## src/design/cht_pkg.sv

```systemverilog
// ----------------------------------------------------------------------------
// cht_pkg
// Shared widths, defaults and result codes for the chained hash table search.
// ----------------------------------------------------------------------------
`default_nettype none

package cht_pkg;

  localparam int KEY_W    = 31;
  localparam int STATUS_W = 2;
  localparam int POS_W    = 4;

  localparam int BUCKETS_DEF      = 10;
  localparam int SEARCH_LIMIT_DEF = 10;

  localparam logic [STATUS_W-1:0] ST_INSERTED = 2'd0;
  localparam logic [STATUS_W-1:0] ST_FOUND    = 2'd1;
  localparam logic [STATUS_W-1:0] ST_EMPTY    = 2'd2;
  localparam logic [STATUS_W-1:0] ST_MISSING  = 2'd3;

  localparam logic ACT_INSERT = 1'b0;
  localparam logic ACT_SEARCH = 1'b1;

  typedef struct packed {
    logic [STATUS_W-1:0] status;
    logic [POS_W-1:0]    position;
  } cht_res_t;

endpackage

`default_nettype wire

```

## src/design/cht_if.sv

```systemverilog
// ----------------------------------------------------------------------------
// cht_if
// Valid/ready channels for request and result transactions.
// ----------------------------------------------------------------------------
`default_nettype none

interface cht_in_if import cht_pkg::*; ();
  logic             valid;
  logic             ready;
  logic             action;
  logic [KEY_W-1:0] key;

  modport source (output valid, output action, output key, input ready);
  modport sink   (input valid, input action, input key, output ready);
endinterface

interface cht_out_if import cht_pkg::*; ();
  logic                valid;
  logic                ready;
  logic [STATUS_W-1:0] status;
  logic [POS_W-1:0]    position;

  modport source (output valid, output status, output position, input ready);
  modport sink   (input valid, input status, input position, output ready);
endinterface

`default_nettype wire

```

## src/design/cht_ram.sv

```systemverilog
// ----------------------------------------------------------------------------
// cht_ram
// Simple dual-port RAM, one write and one read port, registered read data.
// ----------------------------------------------------------------------------
`default_nettype none

module cht_ram #(
  parameter int WIDTH = 8,
  parameter int DEPTH = 16,
  localparam int AW = (DEPTH > 1) ? $clog2(DEPTH) : 1
) (
  input  wire logic             clk,
  input  wire logic             we,
  input  wire logic [AW-1:0]    waddr,
  input  wire logic [WIDTH-1:0] wdata,
  input  wire logic             re,
  input  wire logic [AW-1:0]    raddr,
  output logic      [WIDTH-1:0] rdata_r
);

  logic [WIDTH-1:0] mem [DEPTH];

  always_ff @(posedge clk) begin
    if (we) begin
      mem[waddr] <= wdata;
    end
    if (re) begin
      rdata_r <= mem[raddr];
    end
  end

endmodule

`default_nettype wire

```

## src/design/cht_mod.sv

```systemverilog
// ----------------------------------------------------------------------------
// cht_mod
// Key modulo bucket count: fold the key bytes with their weights, then reduce
// the folded sum by reciprocal multiplication.
// ----------------------------------------------------------------------------
`default_nettype none

module cht_mod import cht_pkg::*; #(
  parameter int BUCKETS = BUCKETS_DEF,
  localparam int BKT_W = (BUCKETS > 1) ? $clog2(BUCKETS) : 1
) (
  input  wire logic             clk,
  input  wire logic             rst_n,
  input  wire logic             start,
  input  wire logic [KEY_W-1:0] key,
  output logic                  done,
  output logic      [BKT_W-1:0] bucket
);

  // Byte weights 256^i mod BUCKETS; the weighted byte sum keeps the residue
  localparam int RES0  = 1 % BUCKETS;
  localparam int RES1  = 256 % BUCKETS;
  localparam int RES2  = 65536 % BUCKETS;
  localparam int RES3  = 16777216 % BUCKETS;
  localparam int SUM_W = 16;
  // Reciprocal of BUCKETS, exact for every SUM_W-bit dividend
  localparam int SHIFT = SUM_W + $clog2(BUCKETS);
  localparam int MAGIC = ((1 << SHIFT) + BUCKETS - 1) / BUCKETS;
  localparam int MAG_W = SUM_W + 1;

  logic [SUM_W-1:0]       sum_r;
  logic [SUM_W-1:0]       sum_nxt;
  logic                   busy_r;
  logic [BKT_W-1:0]       rem_r;
  logic [BKT_W-1:0]       rem_nxt;
  logic [SUM_W+MAG_W-1:0] prod;
  logic [SUM_W-1:0]       quot;
  logic [SUM_W-1:0]       rem_full;

  assign sum_nxt = SUM_W'(key[7:0])       * SUM_W'(RES0)
                 + SUM_W'(key[15:8])      * SUM_W'(RES1)
                 + SUM_W'(key[23:16])     * SUM_W'(RES2)
                 + SUM_W'(key[KEY_W-1:24]) * SUM_W'(RES3);

  assign prod     = sum_r * MAG_W'(MAGIC);
  assign quot     = SUM_W'(prod >> SHIFT);
  assign rem_full = sum_r - quot * SUM_W'(BUCKETS);
  assign rem_nxt  = rem_full[BKT_W-1:0];

  always_ff @(posedge clk) begin
    if (!rst_n) begin
      busy_r <= 1'b0;
    end else if (start) begin
      busy_r <= 1'b1;
      sum_r  <= sum_nxt;
    end else if (busy_r) begin
      busy_r <= 1'b0;
      rem_r  <= rem_nxt;
    end
  end

  assign done   = !busy_r;
  assign bucket = rem_r;

endmodule

`default_nettype wire

```

## src/design/cht_row.sv

```systemverilog
// ----------------------------------------------------------------------------
// cht_row
// Bucket row update: parallel key compare for search, shift-in for insert.
// ----------------------------------------------------------------------------
`default_nettype none

module cht_row import cht_pkg::*; #(
  parameter int SEARCH_LIMIT = SEARCH_LIMIT_DEF,
  localparam int FILL_W = $clog2(SEARCH_LIMIT + 1),
  localparam int ENT_W  = SEARCH_LIMIT * KEY_W,
  localparam int ROW_W  = FILL_W + ENT_W
) (
  input  wire logic             action,
  input  wire logic [KEY_W-1:0] key,
  input  wire logic [ROW_W-1:0] row,
  output logic      [ROW_W-1:0] new_row,
  output cht_res_t              res
);

  logic [FILL_W-1:0]      fill, fill_nxt;
  logic [ENT_W-1:0]       ent;
  logic [ENT_W+KEY_W-1:0] ent_sh;
  logic [SEARCH_LIMIT-1:0] hit;
  logic [POS_W-1:0]       pos;

  assign fill   = row[ROW_W-1 -: FILL_W];
  assign ent    = row[ENT_W-1:0];
  assign ent_sh = {ent, key};

  // Slot 0 (low bits) is the newest entry
  always_comb begin
    for (int i = 0; i < SEARCH_LIMIT; i++) begin
      hit[i] = (FILL_W'(i) < fill) && (ent[i*KEY_W +: KEY_W] == key);
    end
  end

  always_comb begin
    pos = '0;
    for (int i = SEARCH_LIMIT - 1; i >= 0; i--) begin
      if (hit[i]) begin
        pos = POS_W'(i + 1);
      end
    end
  end

  assign fill_nxt = (fill < FILL_W'(SEARCH_LIMIT)) ? fill + FILL_W'(1)
                                                   : FILL_W'(SEARCH_LIMIT);

  always_comb begin
    new_row = {fill_nxt, ent_sh[ENT_W-1:0]};
    if (action == ACT_INSERT) begin
      res.status   = ST_INSERTED;
      res.position = '0;
    end else if (fill == '0) begin
      res.status   = ST_EMPTY;
      res.position = '0;
    end else if (hit != '0) begin
      res.status   = ST_FOUND;
      res.position = pos;
    end else begin
      res.status   = ST_MISSING;
      res.position = '0;
    end
  end

endmodule

`default_nettype wire

```

## src/design/chained_hash_table_search.sv

```systemverilog
// ----------------------------------------------------------------------------
// chained_hash_table_search
// Hash table with separate chaining: insert a key at the newest end of its
// bucket, or search the bucket newest-first and report the match position.
// ----------------------------------------------------------------------------
//
//   Channel   Dir  Fields              Transaction meaning
//   in_ch     in   action, key         insert (0) or search (1) one key
//   out_ch    out  status, position    one result per request
//
// From acceptance to a valid result each request takes these steps: the
// acceptance edge latches the weighted sum of the key bytes; then the sum
// is reduced to the bucket index, the index is handed to the row read, the
// row is read, and it is compared and, on an insert, written back. Requests
// are handled one at a time: the next one is taken in the cycle after the
// result registers, so a new request is never accepted before the last is done.
// Reset clears the per-bucket valid bits, so every bucket reads as empty; no
// clearing pass is needed. A stalled result holds in the output register
// while the next request is accepted and worked up to its row compare.
// ----------------------------------------------------------------------------
`default_nettype none

module chained_hash_table_search import cht_pkg::*; #(
  parameter int BUCKETS      = BUCKETS_DEF,
  parameter int SEARCH_LIMIT = SEARCH_LIMIT_DEF
) (
  input wire logic  clk,
  input wire logic  rst_n,
  cht_in_if.sink    in_ch,
  cht_out_if.source out_ch
);

  localparam int BKT_W  = (BUCKETS > 1) ? $clog2(BUCKETS) : 1;
  localparam int FILL_W = $clog2(SEARCH_LIMIT + 1);
  localparam int ROW_W  = FILL_W + SEARCH_LIMIT * KEY_W;

  typedef enum logic [1:0] {
    S_IDLE,
    S_MOD,
    S_RD,
    S_CMP
  } state_t;

  state_t              state_r;
  logic                act_r;
  logic [KEY_W-1:0]    key_r;
  logic [BUCKETS-1:0]  bkt_valid_r;
  logic                out_valid_r;
  cht_res_t            out_res_r;

  logic                in_fire;
  logic                mod_done;
  logic [BKT_W-1:0]    bucket;
  logic [ROW_W-1:0]    rd_row;
  logic [ROW_W-1:0]    cur_row;
  logic [ROW_W-1:0]    new_row;
  cht_res_t            row_res;
  logic                res_load;
  logic                commit;

  assign in_ch.ready = (state_r == S_IDLE);
  assign in_fire     = in_ch.valid && in_ch.ready;

  // Bucket index from the key: byte fold, then reciprocal reduction
  cht_mod #(.BUCKETS(BUCKETS)) u_mod (
    .clk    (clk),
    .rst_n  (rst_n),
    .start  (in_fire),
    .key    (in_ch.key),
    .done   (mod_done),
    .bucket (bucket)
  );

  // One row per bucket: fill count on top, entries below, slot 0 newest
  cht_ram #(.WIDTH(ROW_W), .DEPTH(BUCKETS)) u_rows (
    .clk     (clk),
    .we      (commit),
    .waddr   (bucket),
    .wdata   (new_row),
    .re      (state_r == S_RD),
    .raddr   (bucket),
    .rdata_r (rd_row)
  );

  // A bucket never written since reset reads as empty
  assign cur_row = bkt_valid_r[bucket] ? rd_row : {FILL_W'(0), rd_row[ROW_W-FILL_W-1:0]};

  cht_row #(.SEARCH_LIMIT(SEARCH_LIMIT)) u_row (
    .action  (act_r),
    .key     (key_r),
    .row     (cur_row),
    .new_row (new_row),
    .res     (row_res)
  );

  // Finish the row step only once the output register is free; only an
  // insert writes its row back
  assign res_load = (state_r == S_CMP) && (!out_valid_r || out_ch.ready);
  assign commit   = res_load && (act_r == ACT_INSERT);

  always_ff @(posedge clk) begin
    if (!rst_n) begin
      state_r     <= S_IDLE;
      bkt_valid_r <= '0;
      out_valid_r <= 1'b0;
    end else begin
      // Load a new result, or drop the old one once the sink takes it
      if (res_load) begin
        out_valid_r <= 1'b1;
      end else if (out_ch.ready) begin
        out_valid_r <= 1'b0;
      end
      case (state_r)
        S_IDLE: begin
          if (in_fire) begin
            act_r   <= in_ch.action;
            key_r   <= in_ch.key;
            state_r <= S_MOD;
          end
        end
        S_MOD: begin
          if (mod_done) begin
            state_r <= S_RD;
          end
        end
        S_RD: begin
          state_r <= S_CMP;
        end
        S_CMP: begin
          // Hold here while an earlier result still waits
          if (res_load) begin
            out_res_r <= row_res;
            if (act_r == ACT_INSERT) begin
              bkt_valid_r[bucket] <= 1'b1;
            end
            state_r <= S_IDLE;
          end
        end
        default: begin
          state_r <= S_IDLE;
        end
      endcase
    end
  end

  assign out_ch.valid    = out_valid_r;
  assign out_ch.status   = out_res_r.status;
  assign out_ch.position = out_res_r.position;

endmodule

`default_nettype wire

```

## src/flat_wrapper.sv

```systemverilog
// flat-port wrapper written by rule: the top's interface ports become plain ports
module chained_hash_table_search_flat import cht_pkg::*;
#(
  parameter int BUCKETS      = BUCKETS_DEF,
  parameter int SEARCH_LIMIT = SEARCH_LIMIT_DEF
)
  (clk, rst_n, in_ch_valid, in_ch_action, in_ch_key, in_ch_ready, out_ch_valid, out_ch_status, out_ch_position, out_ch_ready);
  cht_in_if in_ch_i ();
  cht_out_if out_ch_i ();
  input wire logic clk;
  input wire logic rst_n;
  input wire logic [$bits(in_ch_i.valid)-1:0] in_ch_valid;
  input wire logic [$bits(in_ch_i.action)-1:0] in_ch_action;
  input wire logic [$bits(in_ch_i.key)-1:0] in_ch_key;
  output wire logic [$bits(in_ch_i.ready)-1:0] in_ch_ready;
  output wire logic [$bits(out_ch_i.valid)-1:0] out_ch_valid;
  output wire logic [$bits(out_ch_i.status)-1:0] out_ch_status;
  output wire logic [$bits(out_ch_i.position)-1:0] out_ch_position;
  input wire logic [$bits(out_ch_i.ready)-1:0] out_ch_ready;
  assign in_ch_i.valid = in_ch_valid;
  assign in_ch_i.action = in_ch_action;
  assign in_ch_i.key = in_ch_key;
  assign in_ch_ready = in_ch_i.ready;
  assign out_ch_valid = out_ch_i.valid;
  assign out_ch_status = out_ch_i.status;
  assign out_ch_position = out_ch_i.position;
  assign out_ch_i.ready = out_ch_ready;
  chained_hash_table_search #(.BUCKETS(BUCKETS), .SEARCH_LIMIT(SEARCH_LIMIT)) u_core (.clk(clk), .rst_n(rst_n), .in_ch(in_ch_i), .out_ch(out_ch_i));
endmodule
```

## config.mk

```make
export PLATFORM = sky130hd
export DESIGN_NAME = chained_hash_table_search_flat
export DESIGN_NICKNAME = d
export VERILOG_FILES = /design/src/design/cht_pkg.sv /design/src/design/cht_if.sv /design/src/design/cht_ram.sv /design/src/design/cht_mod.sv /design/src/design/cht_row.sv /design/src/design/chained_hash_table_search.sv /design/src/flat_wrapper.sv
export SDC_FILE = /design/constraint.sdc
export NUM_CORES = 2
export LEC_CHECK = 0
export ABC_CLOCK_PERIOD_IN_PS = 43000
export BUFFER_PORTS_ARGS = -buffer_cell sky130_fd_sc_hd__buf_2
export CAP_MARGIN = 20
export CORE_ASPECT_RATIO = 0.6
export CORE_UTILIZATION = 59
export CTS_BUF_LIST = sky130_fd_sc_hd__clkbuf_2 sky130_fd_sc_hd__clkbuf_4 sky130_fd_sc_hd__clkbuf_8
export DETAILED_ROUTE_END_ITERATION = 16
export HOLD_SLACK_MARGIN = 0.05
export PLACE_DENSITY = 0.75
export SKIP_LAST_GASP = 1
export SLEW_MARGIN = 40
export SYNTH_ARGS = -nofsm -noshare
export SYNTH_HDL_FRONTEND = slang
export SYNTH_SLANG_ARGS = --single-unit
```

## constraint.sdc

```tcl
create_clock -name clk -period 43 [get_ports clk]
set_input_delay 0 -clock clk [delete_from_list [all_inputs] [get_ports clk]]
set_output_delay 0 -clock clk [all_outputs]
set_load 0.03 [all_outputs]
```

# [Word-level counts from Yosys, hierarchy flattened]
# Memory sizes are Yosys's and may differ from the RTL's. A register that Yosys moved wholly into a read port is not among the register bits.
# Cells that the tools add are included.
[classes] add_sub_neg=5 multipliers=5 n_lt_le_gt_ge=13 eq_ne=16 n_mux=27 n_bitwise=4 reduce_logical=31
[ops] op="$mux 314" n=1
[ops] op="$eq 31x31->1" n=10
[ops] op="$mux 4" n=11
[ops] op="$mul 14x16->30 const B" n=1
[ops] op="$mul 8x2->10 const B" n=2
[ops] op="$lt 3x4->1 const A" n=4
[ops] op="$reduce_and 3->1" n=5
[ops] op="$add 13x10->14" n=1
[ops] op="$logic_and 1x1->1" n=14
[ops] op="$add 12x11->13" n=1
[ops] op="$add 8x11->12" n=1
[ops] op="$mux 6" n=2
[ops] op="$mul 11x3->3 const B" n=1
[ops] op="$or 10x10->10" n=1
[ops] op="$reduce_bool 10->1" n=1
[ops] op="$reduce_or 10->1" n=1
[ops] op="$mul 7x2->9 const B" n=1
[ops] op="$lt 1x4->1 const A" n=2
[ops] op="$lt 2x4->1 const A" n=2
[ops] op="$lt 4x4->1 const A" n=2
[ops] op="$pmux 2 s4" n=1
[ops] op="$mux 1" n=7
[ops] op="$mux 2" n=3
[ops] op="$reduce_or 6->1" n=1
[ops] op="21 further kinds" n=25
[totals] register_bits=70 ram_bits=3140 in_bits=36 out_inout_bits=8 elab_cells=116 memories=1
[mem_list] memory="u_core.u_rows.mem" words=10 width=314 read_ports=1 rd_clocked_by_memory_dff=1 wr=1 line_no="cht_ram.sv:21" text="logic [WIDTH-1:0] mem [DEPTH];"

# [Longest topological paths before layout]
[depth] word_depth=17 mapped_depth=26

# [Cells and area by module]
# From an unflattened synthesis, not the netlist that was laid out.
[hier_totals] cells_unflattened=7953 area_unflattened_um2=142676.8
[by_module_without_submodules] module="cht_ram" instances=1 cells_each=6599 area_per_inst_um2=129987.2 seq_area_each_um2=103719.5
[by_module_without_submodules] module="cht_row" instances=1 cells_each=805 area_per_inst_um2=6356.1 seq_area_each_um2=0.0
[by_module_without_submodules] module="cht_mod" instances=1 cells_each=430 area_per_inst_um2=4453.0 seq_area_each_um2=530.5
[by_module_without_submodules] module="chained_hash_table_search" instances=1 cells_each=119 area_per_inst_um2=1880.6 seq_area_each_um2=1401.3

# [Worst setup path before layout]
# Ideal clock, no wire load.
[synth_path] path_type="register to register" from="reg u_core.u_mod.rem_r[2], in the netlist u_core.u_mod.bucket[2]" to="mem u_core.u_rows.mem[2][0] in the netlist's numbering (enable)" t_arrival_ns=30.641 path_slack_ns=10.599 stages_incl_launch_ff=5 path_cell_list="edfxtp_1 -> buf_2 -> clkbuf_1 -> clkbuf_1 -> nor4_1"
[synth_lines] element="start, declared" line_no="cht_mod.sv:34" text="logic [BKT_W-1:0] rem_r;"
[synth_lines] element="start signal, assigned" line_no="cht_mod.sv:58" text="rem_r <= rem_nxt;"
[synth_lines] element="end, declared" line_no="cht_ram.sv:21"
# Straight into the memory's write port.

==> metrics.md <==
| Metric | Value |
|---|---|
| Status | `finished, final reports clean` |
| Crit path max-delay cell type | `buf_4` |
| Worst Setup Start Kind | `flip-flop` |
| P_leak | `slightly below 50 nW` |
| Drt drc | `0` |
| Tcrit/Tclk final | `between 10 and 15%` |
| Hold Crit Class | `input pin to flip-flop` |
| Most frequent CP cell | `buf_6` |
| RSZ-0062 raised after global routing | `no` |
| Worst R2R Setup Slack | `36.70 ns` |
| H-tree levels | `5` |
| Max-slew violation count | `0` |
| Die Ht | `between 300 and 400 µm` |
| Clk_lat worst skew | `between 1 and 1.5 ns` |
| Nets | `around 7300` |
| Setup Buffers After CTS | `0` |
| Critical setup path kind | `flip-flop to flip-flop` |
| Area leader, netlist | `edfxtp_1` |
| Final Hold Viols | `0` |
| CP Depth | `12` |
| Critical path origin | `u_core.u_mod.bucket[0]$_DFFE_PP_` |
| Final Power | `between 9 and 10 mW` |
| Mapped Area | `between 100000 and 150000 µm²` |
| Relative slew slack | `roughly two fifths` |
| Starting Density | `roughly 59%` |
| Cells after synthesis | `between 6000 and 7000` |
| Detail Placement HPWL | `around 180000 µm` |
| Slowest stage delay, CP | `around 0.74 ns` |
| Num CTS Buffers | `between 400 and 500` |
| Clk buf depth | `4` |
| Initial antenna violation count | `14` |
| Multiplexer share of the synthesized area | `between 10 and 15%` |
| Synth top area cells | `edfxtp_1 76%, mux4_2 10%, mux2i_1 2.3%` |
| Total Neg Setup Slack | `0 ns` |
| Full die area | `237000 µm²` |
| Area delta synth->final | `10.6%` |
| # port buffers | `43` |
| Overflow after GRT | `0` |
| Top_reg_cell synth | `edfxtp_1` |
| Total track usage | `27.9%` |
| DRT Pass-1 Iters | `5` |
| Final ANT Viol Nets | `0` |
| Synth top area share | `76.2%` |
| Pwr/cell area | `approximately 63 nW/µm²` |
| Hold Crit Start | `rst_n` |
| First-pass GRT wire length | `around 470000 µm` |
| Hold_buf cts | `72` |
| Required @ worst endpoint | `~44 ns` |
| Simple-gate share of the synthesized area | `between 2 and 2.5%` |
| Crit path capture | `u_core.u_rows.rdata_r[177]$_DFFE_PP_` |
| Yosys reg bits | `between 3000 and 4000` |
| Skew final | `around 0.08 ns` |
| Via Count | `between 60000 and 70000` |
| Min Tclk post-route | `6.30 ns` |
| WHS | `0.126 ns` |
| Mapped Avg Cell Area | `a little over 20 µm²` |
| Buf/Inv on CP | `8` |
| FF-to-FF End | `u_core.u_rows.rdata_r[177]$_DFFE_PP_` |
| Worst-Margin Slew | `around 0.90 ns` |
| Setup crit end kind | `flip-flop` |
| Resized Gates After CTS | `0` |
| I/O pin count | `between 40 and 50` |
| VDD IR max | `~0.25 mV` |
| Worst Reg-to-Reg Cells | `12` |
| Post-synth EDFFs | `between 3000 and 4000` |
| DRT iter0 DRCs | `9162` |
| Via density | `approximately 6.5` |
| Max-cap viol count | `0` |
| Ys async rst share | `0%` |
| Post-synthesis xor/xnor area fraction | `under 10%` |
| Vias in the first global route | `68891` |
| Total wire length | `between 300000 and 400000 µm` |
| Main combinational cell family by area after synthesis | `multiplexers` |
| Num Clock Sinks | `around 3500` |
| Register area share after synthesis | `between 70% and 80%` |
| Crit-path cells | `buf_6 -> buf_12 -> buf_16 -> buf_6 -> buf_12 -> buf_16 -> buf_6 -> buf_4 -> mux4_2 -> nor2b_1 -> a211oi_1 -> a21oi_1` |
| # rows | `137` |
| Largest net degree at the start of global routing | `roughly 160` |
| Worst-path fanout max | `64` |
| TritonCTS clock tree | `built` |
| CTS Root Buffer Type | `clkbuf_8` |
| Setup Viol. Count Final | `0` |
| Fmax | `roughly 160 MHz` |
| Die width | `627 µm` |
| CTS clk-pin slew, worst paths | `~0.070 ns` |
| Complex-gate fraction of the synthesized area | `3.31%` |
| RR Startpoint | `u_core.u_mod.bucket[0]$_DFFE_PP_` |
| Layout cells sized above 1 | `21.4%` |
| Adder-Cell Fraction of Synth Area | `2.01%` |
| Placer Congestion | `around 0.81` |
| Core area | `233000 µm²` |
| Mapped Nets | `a little under 7000` |
| Yosys warns | `0` |
| Post-synth cell types | `56` |
| Top delay family on crit path | `buffers and inverters` |
| CP arrival | `7.01 ns` |
| DR WL/cell | `30.9 µm` |
synthesized netlist by cell type (all sizes together) (2+ instances only):
library cell  instances
or3                   2
nor4                 40
nand4                59
o211ai                2
mux4                629
nor3                  7
a2111oi               2
a21boi                3
nand3                 7
inv                 134
nand2b                8
nor2b               319
fa                   65
ha                  118
xnor2               233
clkbuf              202
a211oi              315
o31ai                 2
mux2i               315
xor2                113
nand2                17
mux2                  2
a21oi               346
a21o                 11
a31oi                 2
o2111ai               2
o21bai                4
and3                  6
nor3b                 2
o21a                 13
buf                 148
o21ai                13
dfxtp                14
or2                   3
edfxtp             3509
nor2                 29
worst register-to-register path: stages, from the launching register on:
cell,delay [ns]
edfxtp_1,0.62
buf_6,0.55
buf_12,0.39
buf_16,0.39
buf_6,0.69
buf_12,0.39
buf_16,0.43
buf_6,0.70
buf_4,0.74
mux4_2,0.62
nor2b_1,0.14
a211oi_1,0.31
a21oi_1,0.07
cell type report:
type                            count  area [µm²]
Sequential cell                  3523      106000
Fill cell                       14776       79700
Multi-Input combinational cell   2703       31000
Clock buffer                      653        7900
Tap cell                         3127        3910
Timing Repair Buffer              281        3060
Clock inverter                    180        1070
Inverter                          134         503
Antenna cell                        3        7.51
power breakdown:
part	switching, mW	internal [mW]
clock	1.22	1.24
combinational	1.60	1.09
sequential	0.281	4.20
total	3.10	6.53
layer usage:
layer	GRT usage (%)	part of all wire, %
met1	43.5	41
met3	6.25	12
met2	40.3	44
met4	7.46	2.4
met5	0	0
state kept, by name, summed over array words and instances, names as in the netlist:
signal,flops
u_core.u_rows.mem,3140
u_core.u_mod.busy_r,1
u_core.state_r,2
u_core.out_ch.valid,1
u_core.u_mod.sum_r,13
u_core.u_rows.rdata_r,314
u_core.out_ch.status,2
u_core.key_r,31
u_core.out_ch.position,4
u_core.bkt_valid_r,10
u_core.act_r,1
u_core.u_mod.bucket,4
placed cells by master (no fill, tap or decap), types with 59 or more instances in the layout:
cell           instances
clkbuf_4             174
fa_1                  65
xor2_1               111
nand4_1               59
inv_1                134
clkinv_1             107
a211oi_1             315
dlygate4sd3_1         72
nor2b_1              319
a21oi_1              345
clkbuf_8             479
xnor2_1              228
edfxtp_1            3509
mux2i_1              315
mux4_2               629
ha_1                 117
buf_4                 85
cell families after synthesis:
group | Yosys count
AOI/OAI and AO/OA | 724
xor gates and xnor gates | 346
adders and majority gates | 183
buffers and inverters | 484
DFF | 3523
muxes | 946
and+or+nand+nor | 504
worst min-delay path by stage:
stage | end | slack (ns) | depth (start not counted)
after floorplan | u_core.act_r$_DFFE_PP_ | 0.1 | 0
after global placement | u_core.u_mod.sum_r[0]$_DFFE_PP_ | 0.21 | 1
after detailed placement | u_core.key_r[21]$_DFFE_PP_ | 0.22 | 1
after CTS | u_core.u_mod.bucket[3]$_DFFE_PP_ | 0.05 | 4
after global routing | u_core.u_mod.bucket[3]$_DFFE_PP_ | 0.11 | 4
final | u_core.u_mod.bucket[3]$_DFFE_PP_ | 0.13 | 4
per-stage QoR:
step / setup slack (ns) / std cells / utilization [%] / area (µm²)
3_5_place_dp: 36.18 / 9691 / 61.5 / 143000
2_1_floorplan: 10.60 / 6710 / - / 138000
6_report: 36.70 / 10604 / 65.8 / 153000
3_3_place_gp: 36.00 / 9670 / 61.2 / 143000
5_1_grt: 36.19 / 10603 / 65.8 / 153000
4_1_cts: 36.18 / 10596 / 65.7 / 153000
No activity file was read; power rests on OpenSTA's default activity.
